[src/hw/rtl/mtmr_pkg.sv]
package mtmr_pkg;

  localparam int TIME_WIDTH_DEF = 32;
  localparam int TIME_WIDTH_MIN = 8;
  localparam int TIME_WIDTH_MAX = 64;

  localparam int FIELD_W = 32;   // time_now and preset_ticks
  localparam int MODE_W  = 3;
  localparam int DATA_W  = 32;
  localparam int ADDR_W  = 3;    // byte address of the last register (4)

  // register index (byte address / 4)
  localparam logic REG_MODE   = 1'b0;
  localparam logic REG_PRESET = 1'b1;

  // timer modes
  localparam logic [MODE_W-1:0] MODE_PULSE     = 3'd0;
  localparam logic [MODE_W-1:0] MODE_EXT_PULSE = 3'd1;
  localparam logic [MODE_W-1:0] MODE_ON_DELAY  = 3'd2;
  localparam logic [MODE_W-1:0] MODE_RET_ON    = 3'd3;
  localparam logic [MODE_W-1:0] MODE_OFF_DELAY = 3'd4;

  typedef struct packed {
    logic [MODE_W-1:0]  timer_mode;
    logic [FIELD_W-1:0] preset_ticks;
  } cfg_t;

  typedef struct packed {
    logic [FIELD_W-1:0] time_now;
    logic               set_in;
    logic               reset_in;
  } in_item_t;

  typedef struct packed {
    logic timer_out;
    logic run_flag_out;
  } out_item_t;

endpackage

[src/hw/rtl/mtmr_in_if.sv]
interface mtmr_in_if;
  logic                        valid;
  logic                        ready;
  logic [mtmr_pkg::FIELD_W-1:0] time_now;
  logic                        set_in;
  logic                        reset_in;

  modport source (output valid, output time_now, output set_in, output reset_in,
                  input ready);
  modport sink   (input valid, input time_now, input set_in, input reset_in,
                  output ready);
endinterface

[src/hw/rtl/mtmr_out_if.sv]
interface mtmr_out_if;
  logic valid;
  logic ready;
  logic timer_out;
  logic run_flag_out;

  modport source (output valid, output timer_out, output run_flag_out, input ready);
  modport sink   (input valid, input timer_out, input run_flag_out, output ready);
endinterface

[src/hw/rtl/mtmr_cfg.sv]
module mtmr_cfg (
  input  logic                        clk,
  input  logic                        rst_n,
  input  logic                        psel,
  input  logic                        penable,
  input  logic                        pwrite,
  input  logic [mtmr_pkg::ADDR_W-1:0] paddr,
  input  logic [mtmr_pkg::DATA_W-1:0] pwdata,
  output logic [mtmr_pkg::DATA_W-1:0] prdata,
  output logic                        pready,
  output mtmr_pkg::cfg_t              cfg
);

  logic [mtmr_pkg::MODE_W-1:0]  mode_r;
  logic [mtmr_pkg::FIELD_W-1:0] preset_r;
  logic                         wr_en;
  logic                         reg_idx;

  assign pready  = 1'b1;
  assign wr_en   = psel & penable & pwrite & pready;
  assign reg_idx = paddr[2];

  always_ff @(posedge clk) begin
    if (!rst_n) begin
      mode_r   <= '0;
      preset_r <= '0;
    end else if (wr_en) begin
      unique case (reg_idx)
        mtmr_pkg::REG_MODE:   mode_r   <= pwdata[mtmr_pkg::MODE_W-1:0];
        mtmr_pkg::REG_PRESET: preset_r <= pwdata[mtmr_pkg::FIELD_W-1:0];
        default: ;
      endcase
    end
  end

  always_comb begin
    unique case (reg_idx)
      mtmr_pkg::REG_MODE:   prdata = {{(mtmr_pkg::DATA_W-mtmr_pkg::MODE_W){1'b0}}, mode_r};
      mtmr_pkg::REG_PRESET: prdata = preset_r;
      default:              prdata = '0;
    endcase
  end

  assign cfg.timer_mode   = mode_r;
  assign cfg.preset_ticks = preset_r;

endmodule

[src/hw/rtl/mtmr_core.sv]
module mtmr_core #(
  parameter int TIME_WIDTH = mtmr_pkg::TIME_WIDTH_DEF
) (
  input  logic                clk,
  input  logic                rst_n,
  input  logic                step,
  input  mtmr_pkg::in_item_t  item,
  input  mtmr_pkg::cfg_t      cfg,
  output mtmr_pkg::out_item_t res
);

  // time values are kept in the low NW bits, elapsed time is TIME_WIDTH bits
  localparam int NW = (TIME_WIDTH < mtmr_pkg::FIELD_W) ? TIME_WIDTH : mtmr_pkg::FIELD_W;

  logic                  run_flag_r, run_flag_nxt;
  logic [NW-1:0]         start_time_r, start_time_nxt;

  logic [NW-1:0]         now;
  logic [NW-1:0]         preset;
  logic [NW-1:0]         start_eff;
  logic [TIME_WIDTH-1:0] elapsed;
  logic                  start_cond;
  logic                  running;
  logic                  flag_st;
  logic                  q;
  logic                  set;
  logic                  rst;

  assign now    = item.time_now[NW-1:0];
  assign preset = cfg.preset_ticks[NW-1:0];
  assign set    = item.set_in;
  assign rst    = item.reset_in;

  always_comb begin
    unique case (cfg.timer_mode)
      mtmr_pkg::MODE_PULSE,
      mtmr_pkg::MODE_EXT_PULSE,
      mtmr_pkg::MODE_ON_DELAY,
      mtmr_pkg::MODE_RET_ON:    start_cond = set & ~rst & ~run_flag_r;
      mtmr_pkg::MODE_OFF_DELAY: start_cond = set & ~rst;   // retriggers on every item with set high and reset low
      default:                  start_cond = 1'b0;
    endcase
  end

  assign start_eff = start_cond ? now : start_time_r;
  assign elapsed   = TIME_WIDTH'(now) - TIME_WIDTH'(start_eff);
  assign running   = elapsed < TIME_WIDTH'(preset);
  assign flag_st   = start_cond | run_flag_r;

  always_comb begin
    run_flag_nxt   = run_flag_r;
    start_time_nxt = start_eff;
    q              = 1'b0;
    unique case (cfg.timer_mode)
      mtmr_pkg::MODE_PULSE: begin
        run_flag_nxt = set & ~rst;
        q            = set & ~rst & running;
      end
      mtmr_pkg::MODE_EXT_PULSE: begin
        if (rst) begin
          run_flag_nxt = 1'b0;
        end else begin
          run_flag_nxt = (running | set) ? flag_st : 1'b0;
          q            = running;
        end
      end
      mtmr_pkg::MODE_ON_DELAY: begin
        if (rst) begin
          run_flag_nxt = 1'b0;
        end else begin
          run_flag_nxt = (running | set) ? flag_st : 1'b0;
          q            = ~running & set & flag_st;
        end
      end
      mtmr_pkg::MODE_RET_ON: begin
        if (rst) begin
          run_flag_nxt = 1'b0;
        end else begin
          run_flag_nxt = flag_st;
          q            = ~running & flag_st;
        end
      end
      mtmr_pkg::MODE_OFF_DELAY: begin
        if (rst) begin
          run_flag_nxt = 1'b0;
        end else begin
          run_flag_nxt = running & flag_st;
          q            = running & flag_st;
        end
      end
      default: ;  // unused mode: state kept
    endcase
  end

  always_ff @(posedge clk) begin
    if (!rst_n) begin
      run_flag_r   <= 1'b0;
      start_time_r <= '0;
    end else if (step) begin
      run_flag_r   <= run_flag_nxt;
      start_time_r <= start_time_nxt;
    end
  end

  assign res.timer_out    = q;
  assign res.run_flag_out = run_flag_nxt;

endmodule

[src/hw/rtl/plc_style_multimode_timer.sv]
// Multimode controller timer.
// An accepted item passes through the input register, then the result register.
// Throughput: 1 item per cycle unless output stalls; timer state updates in the same
// cycle the item leaves the input register, so the next item sees it with no bubble.
// Reset (rst_n low, synchronous): run flag, start time, registers and both pipeline
// valids clear; in_if.ready is low while reset is held.
module plc_style_multimode_timer #(
  parameter int TIME_WIDTH = mtmr_pkg::TIME_WIDTH_DEF
) (
  input  logic                        clk,
  input  logic                        rst_n,
  mtmr_in_if.sink                     in_if,
  mtmr_out_if.source                  out_if,
  input  logic                        psel,
  input  logic                        penable,
  input  logic                        pwrite,
  input  logic [mtmr_pkg::ADDR_W-1:0] paddr,
  input  logic [mtmr_pkg::DATA_W-1:0] pwdata,
  output logic [mtmr_pkg::DATA_W-1:0] prdata,
  output logic                        pready
);

  mtmr_pkg::cfg_t      cfg;
  mtmr_pkg::in_item_t  in_item_r;
  mtmr_pkg::out_item_t res;
  mtmr_pkg::out_item_t out_item_r;
  logic                in_vld_r;
  logic                out_vld_r;
  logic                advance;
  logic                in_acc;
  logic                step;

  assign advance     = ~out_vld_r | out_if.ready;
  assign in_if.ready = rst_n & (~in_vld_r | advance);
  assign in_acc      = in_if.valid & in_if.ready;
  assign step        = in_vld_r & advance;

  always_ff @(posedge clk) begin
    if (!rst_n) begin
      in_vld_r  <= 1'b0;
      out_vld_r <= 1'b0;
    end else begin
      if (in_acc) begin
        in_vld_r <= 1'b1;
      end else if (advance) begin
        in_vld_r <= 1'b0;
      end
      if (advance) begin
        out_vld_r <= in_vld_r;
      end
    end
  end

  always_ff @(posedge clk) begin
    if (in_acc) begin
      in_item_r.time_now <= in_if.time_now;
      in_item_r.set_in   <= in_if.set_in;
      in_item_r.reset_in <= in_if.reset_in;
    end
    if (step) begin
      out_item_r <= res;
    end
  end

  mtmr_cfg u_cfg (
    .clk     (clk),
    .rst_n   (rst_n),
    .psel    (psel),
    .penable (penable),
    .pwrite  (pwrite),
    .paddr   (paddr),
    .pwdata  (pwdata),
    .prdata  (prdata),
    .pready  (pready),
    .cfg     (cfg)
  );

  mtmr_core #(
    .TIME_WIDTH (TIME_WIDTH)
  ) u_core (
    .clk   (clk),
    .rst_n (rst_n),
    .step  (step),
    .item  (in_item_r),
    .cfg   (cfg),
    .res   (res)
  );

  assign out_if.valid        = out_vld_r;
  assign out_if.timer_out    = out_item_r.timer_out;
  assign out_if.run_flag_out = out_item_r.run_flag_out;

endmodule

[src/flat_wrapper.sv]
// flat-port wrapper written by rule: the top's interface ports become plain ports
module plc_style_multimode_timer_flat 
#(
  parameter int TIME_WIDTH = mtmr_pkg::TIME_WIDTH_DEF
)
  (clk, rst_n, psel, penable, pwrite, paddr, pwdata, prdata, pready, in_if_valid, in_if_time_now, in_if_set_in, in_if_reset_in, in_if_ready, out_if_valid, out_if_timer_out, out_if_run_flag_out, out_if_ready);
  mtmr_in_if in_if_i ();
  mtmr_out_if out_if_i ();
  input  logic clk;
  input  logic rst_n;
  input  logic psel;
  input  logic penable;
  input  logic pwrite;
  input  logic [mtmr_pkg::ADDR_W-1:0] paddr;
  input  logic [mtmr_pkg::DATA_W-1:0] pwdata;
  output logic [mtmr_pkg::DATA_W-1:0] prdata;
  output logic pready;
  input wire logic [$bits(in_if_i.valid)-1:0] in_if_valid;
  input wire logic [$bits(in_if_i.time_now)-1:0] in_if_time_now;
  input wire logic [$bits(in_if_i.set_in)-1:0] in_if_set_in;
  input wire logic [$bits(in_if_i.reset_in)-1:0] in_if_reset_in;
  output wire logic [$bits(in_if_i.ready)-1:0] in_if_ready;
  output wire logic [$bits(out_if_i.valid)-1:0] out_if_valid;
  output wire logic [$bits(out_if_i.timer_out)-1:0] out_if_timer_out;
  output wire logic [$bits(out_if_i.run_flag_out)-1:0] out_if_run_flag_out;
  input wire logic [$bits(out_if_i.ready)-1:0] out_if_ready;
  assign in_if_i.valid = in_if_valid;
  assign in_if_i.time_now = in_if_time_now;
  assign in_if_i.set_in = in_if_set_in;
  assign in_if_i.reset_in = in_if_reset_in;
  assign in_if_ready = in_if_i.ready;
  assign out_if_valid = out_if_i.valid;
  assign out_if_timer_out = out_if_i.timer_out;
  assign out_if_run_flag_out = out_if_i.run_flag_out;
  assign out_if_i.ready = out_if_ready;
  plc_style_multimode_timer #(.TIME_WIDTH(TIME_WIDTH)) u_core (.clk(clk), .rst_n(rst_n), .in_if(in_if_i), .out_if(out_if_i), .psel(psel), .penable(penable), .pwrite(pwrite), .paddr(paddr), .pwdata(pwdata), .prdata(prdata), .pready(pready));
endmodule
[config.mk]
export PLATFORM = sky130hd
export DESIGN_NAME = plc_style_multimode_timer_flat
export DESIGN_NICKNAME = d
export VERILOG_FILES = /design/src/hw/rtl/mtmr_pkg.sv /design/src/hw/rtl/mtmr_in_if.sv /design/src/hw/rtl/mtmr_out_if.sv /design/src/hw/rtl/mtmr_cfg.sv /design/src/hw/rtl/mtmr_core.sv /design/src/hw/rtl/plc_style_multimode_timer.sv /design/src/flat_wrapper.sv
export SDC_FILE = /design/constraint.sdc
export NUM_CORES = 1
export LEC_CHECK = 0
export ABC_AREA = 1
export BUFFER_PORTS_ARGS = -buffer_cell sky130_fd_sc_hd__buf_2
export CAP_MARGIN = 10
export CORE_UTILIZATION = 63
export CTS_CLUSTER_SIZE = 30
export DETAILED_ROUTE_END_ITERATION = 12
export PLACE_DENSITY_LB_ADDON = 0.12
export SLEW_MARGIN = 20
export SYNTH_ARGS = -nofsm -noshare
export SYNTH_HDL_FRONTEND = slang
export SYNTH_HIERARCHICAL = 1
export SYNTH_SLANG_ARGS = --single-unit
[constraint.sdc]
create_clock -name clk -period 12.35 [get_ports clk]
set_clock_uncertainty 0.1 [all_clocks]
set_input_delay 1.235 -clock clk [delete_from_list [all_inputs] [get_ports clk]]
set_output_delay 1.235 -clock clk [all_outputs]
set_load 0.005 [all_outputs]
==> results.md <==
- Largest net degree at the start of global routing: 68
- CP arrival: 5.12 ns
- RSZ-0062 raised after global routing: no
- Lkg Pwr: 4.59 nW
- Yosys Warn Count: 6
- Most frequent cells in the layout: nand2_1, inv_1, nor2_1, buf_2, dfxtp_1
- Share of the synthesized area in the top cell type: 18.1%
- Share of layout cells above drive strength 1: 14.5%
- P per Cell Area: 112 mW/mm^2
- Multi-input gate area: 0.00427 mm^2
- Hold crit path type: reg -> reg
- Fin area: 0.00862 mm^2
- CP Max Fanout: 49
- Starting density of the core: 64.6%
- Reg area: 0.00248 mm^2
- Via count: 7122
- Synth area leader: dfxtp_1
- Post-synth top flop: dfxtp_1
- Critical Setup Path Class: reg -> reg
- Mapped Area: 0.00776 mm^2
- Initial antenna violation count: 0
- Final HPWL from detailed placement: 13200 um
- Post-synth cell types: 43
- Final Total Pwr: 0.970 mW
- Max-slew violation count: 0
- Placer Congestion: 0.932
- Die area: 0.0128 mm^2
- Synth area leaders: dfxtp_1, edfxtp_1, nand2_1, inv_1, ha_1
- Total gr overflow: 0
- CTS Sinks: 106
- Tcrit/Tclk final: 41.4%
- P&R area growth vs syn: 11.1%
- N_diodes: 0
- Register bit total from synthesis: 106
- Post-synthesis sequential area ratio: 32.0%
- First-pass GRT wire length: 28000 um
- Global-route total usage across every layer: 27.4%
- Min Tclk post-route: 5.11 ns
- Root buffer selected by CTS: clkbuf_16
- Clock network latency to the later pin of the worst-skew pair: 0.35 ns
- CTS tree: yes
- Reg clk slew, reported paths: 0.06 ns
- WP data required: 12.36 ns
- I/O pin total: 113
- Final ANT Viol Nets: 0
- Post-Synthesis Cells: 1129
- PostCTS Resize Cnt: 0
- Drt drc: 0
- TritonCTS Buffers: 9
- Setup TNS: 0 ns
- Hold Vio Cnt, Final: 0
- DRT Pass-1 Iters: 5
- Die Wd: 113 um
- Most common cell after layout, fill and taps aside: nand2_1
- Core footprint: 0.0120 mm^2
- EDFF count, synth: 36
- VDD IR max: 112 uV
- Final setup fails: 0
- Status: completed
- Vias/cell: 5.20
- Die H: 113 um
- Max Freq: 196 MHz
- Placed Instance Area: 0.00832 mm^2
- Postcts setup bufs: 0
- Slew headroom: 29.2%
- IO buf count: 109
- WL final: 17000 um
- FP Rows: 40
- H-tree depth: 3
- Worst-Margin Slew: 1.06 ns
- Filler cells: 1061
- MaxCap Viol Count: 0
- CTS Hold Bufs: 0
- WL/cell: 12.4 um
- Avg Synthesized Cell Area: 6.87 um^2
- Number of global-route vias before repair: 6319
- Clock Path Buffers: 2
- Post-synth ARST share: 0%
- Element type at the critical path start: flip-flop
- Initial DRC count: 443
- Setup crit end kind: flip-flop
- Syn Nets: 1262
- Final net count: 1350
## layer usage
metal	global-route usage, %	wire (um)	vias up
met3	4.82	634	29
met4	10.9	426	0
met5	0	0	-
met1	32.1	7450	3202
met2	49.5	8450	139
li1	-	-	3752
## flip-flops by register name, indices dropped and copies added (netlist names)
name,flops
u_core/in_vld_r,1
u_core/out_if.run_flag_out,1
u_core/out_if.valid,1
u_core/u_core/start_time_r,32
u_core/u_cfg/mode_r,3
u_core/u_core/run_flag_r,1
u_core/out_if.timer_out,1
u_core/u_cfg/preset_r,32
u_core/in_item_r,34
## Yosys cell counts, drive strengths merged (9+ instances only)
library cell,number
o21ai,53
buf,27
nand4,9
dfxtp,70
edfxtp,36
a21oi,71
nand3,83
o211ai,12
nor3,12
xor2,13
inv,216
mux2i,22
ha,57
nor2,131
nand2,286
## final cells by class
| class | count | area share, % |
|---|---|---|
| Multi-Input combinational cell | 772 | 49.6 |
| Sequential cell | 106 | 28.8 |
| Inverter | 216 | 9.40 |
| Timing Repair Buffer | 112 | 6.59 |
| Clock buffer | 13 | 2.79 |
| Tap cell | 147 | 2.13 |
| Clock inverter | 3 | 0.754 |
## path summary, 6_finish.rpt
path                                       from                            end  slack, ns  cells after the start
setup / recovery         u_core/u_cfg/mode_r[0]        u_core/out_if.timer_out       7.24                     24
hold / removal    u_core/u_core/start_time_r[1]  u_core/u_core/start_time_r[1]       0.38                      2
setup reg to reg         u_core/u_cfg/mode_r[0]        u_core/out_if.timer_out       7.24                     24
hold reg to reg   u_core/u_core/start_time_r[1]  u_core/u_core/start_time_r[1]       0.38                      2
## stage by stage
step | instances | util, % | hold WS [ns] | setup WS [ns]
final | 1369 | 71.8 | 0.377 | 7.24
after global routing | 1369 | 71.8 | 0.396 | 6.75
after CTS | 1369 | 71.8 | 0.375 | 7.34
after detailed placement | 1353 | 69.3 | 0.364 | 7.37
after global placement | 1353 | 69.3 | 0.360 | 7.42
after floorplan | 1129 | - | 0.345 | 8.09
## worst max-delay path: stages (launching register included)
cell	delay, ns
dfxtp_1	0.45
inv_2	0.08
nand2_2	0.08
nand2_1	0.15
nand2_4	0.60
mux2i_1	0.34
ha_1	0.35
a21oi_1	0.25
o21ai_0	0.17
a21oi_1	0.26
nor2_1	0.06
a211oi_1	0.27
nand2_1	0.10
nand2_1	0.06
nand2_1	0.06
ha_1	0.30
nand2_1	0.07
nor2_1	0.12
nand2_1	0.10
nor4_1	0.32
nand2_1	0.16
nand2_1	0.13
o211ai_1	0.10
o31ai_1	0.07
nand2_1	0.07
## cells by family (layout without fill, tap and decap cells)
kind of cell             after synthesis  after routing  share of synthesized area [%]
AND/OR/NAND/NOR                      524            524                           30.1
buffers and inverters                251            344                           13.1
AO/OA/AOI/OAI                        152            152                           10.9
flip-flops                           106            106                           32.0
adder cells (fa/ha/maj)               57             57                           9.19
multiplexers                          22             22                           2.84
XOR/XNOR                              16             16                           1.81
other                                  1              1                         0.0483
## power by group
part           total, mW  internal (mW)  switching [mW]
clock network      0.297          0.178           0.119
logic              0.283          0.108           0.175
registers          0.390          0.379          0.0109
Power figures use the tool's default switching activity.
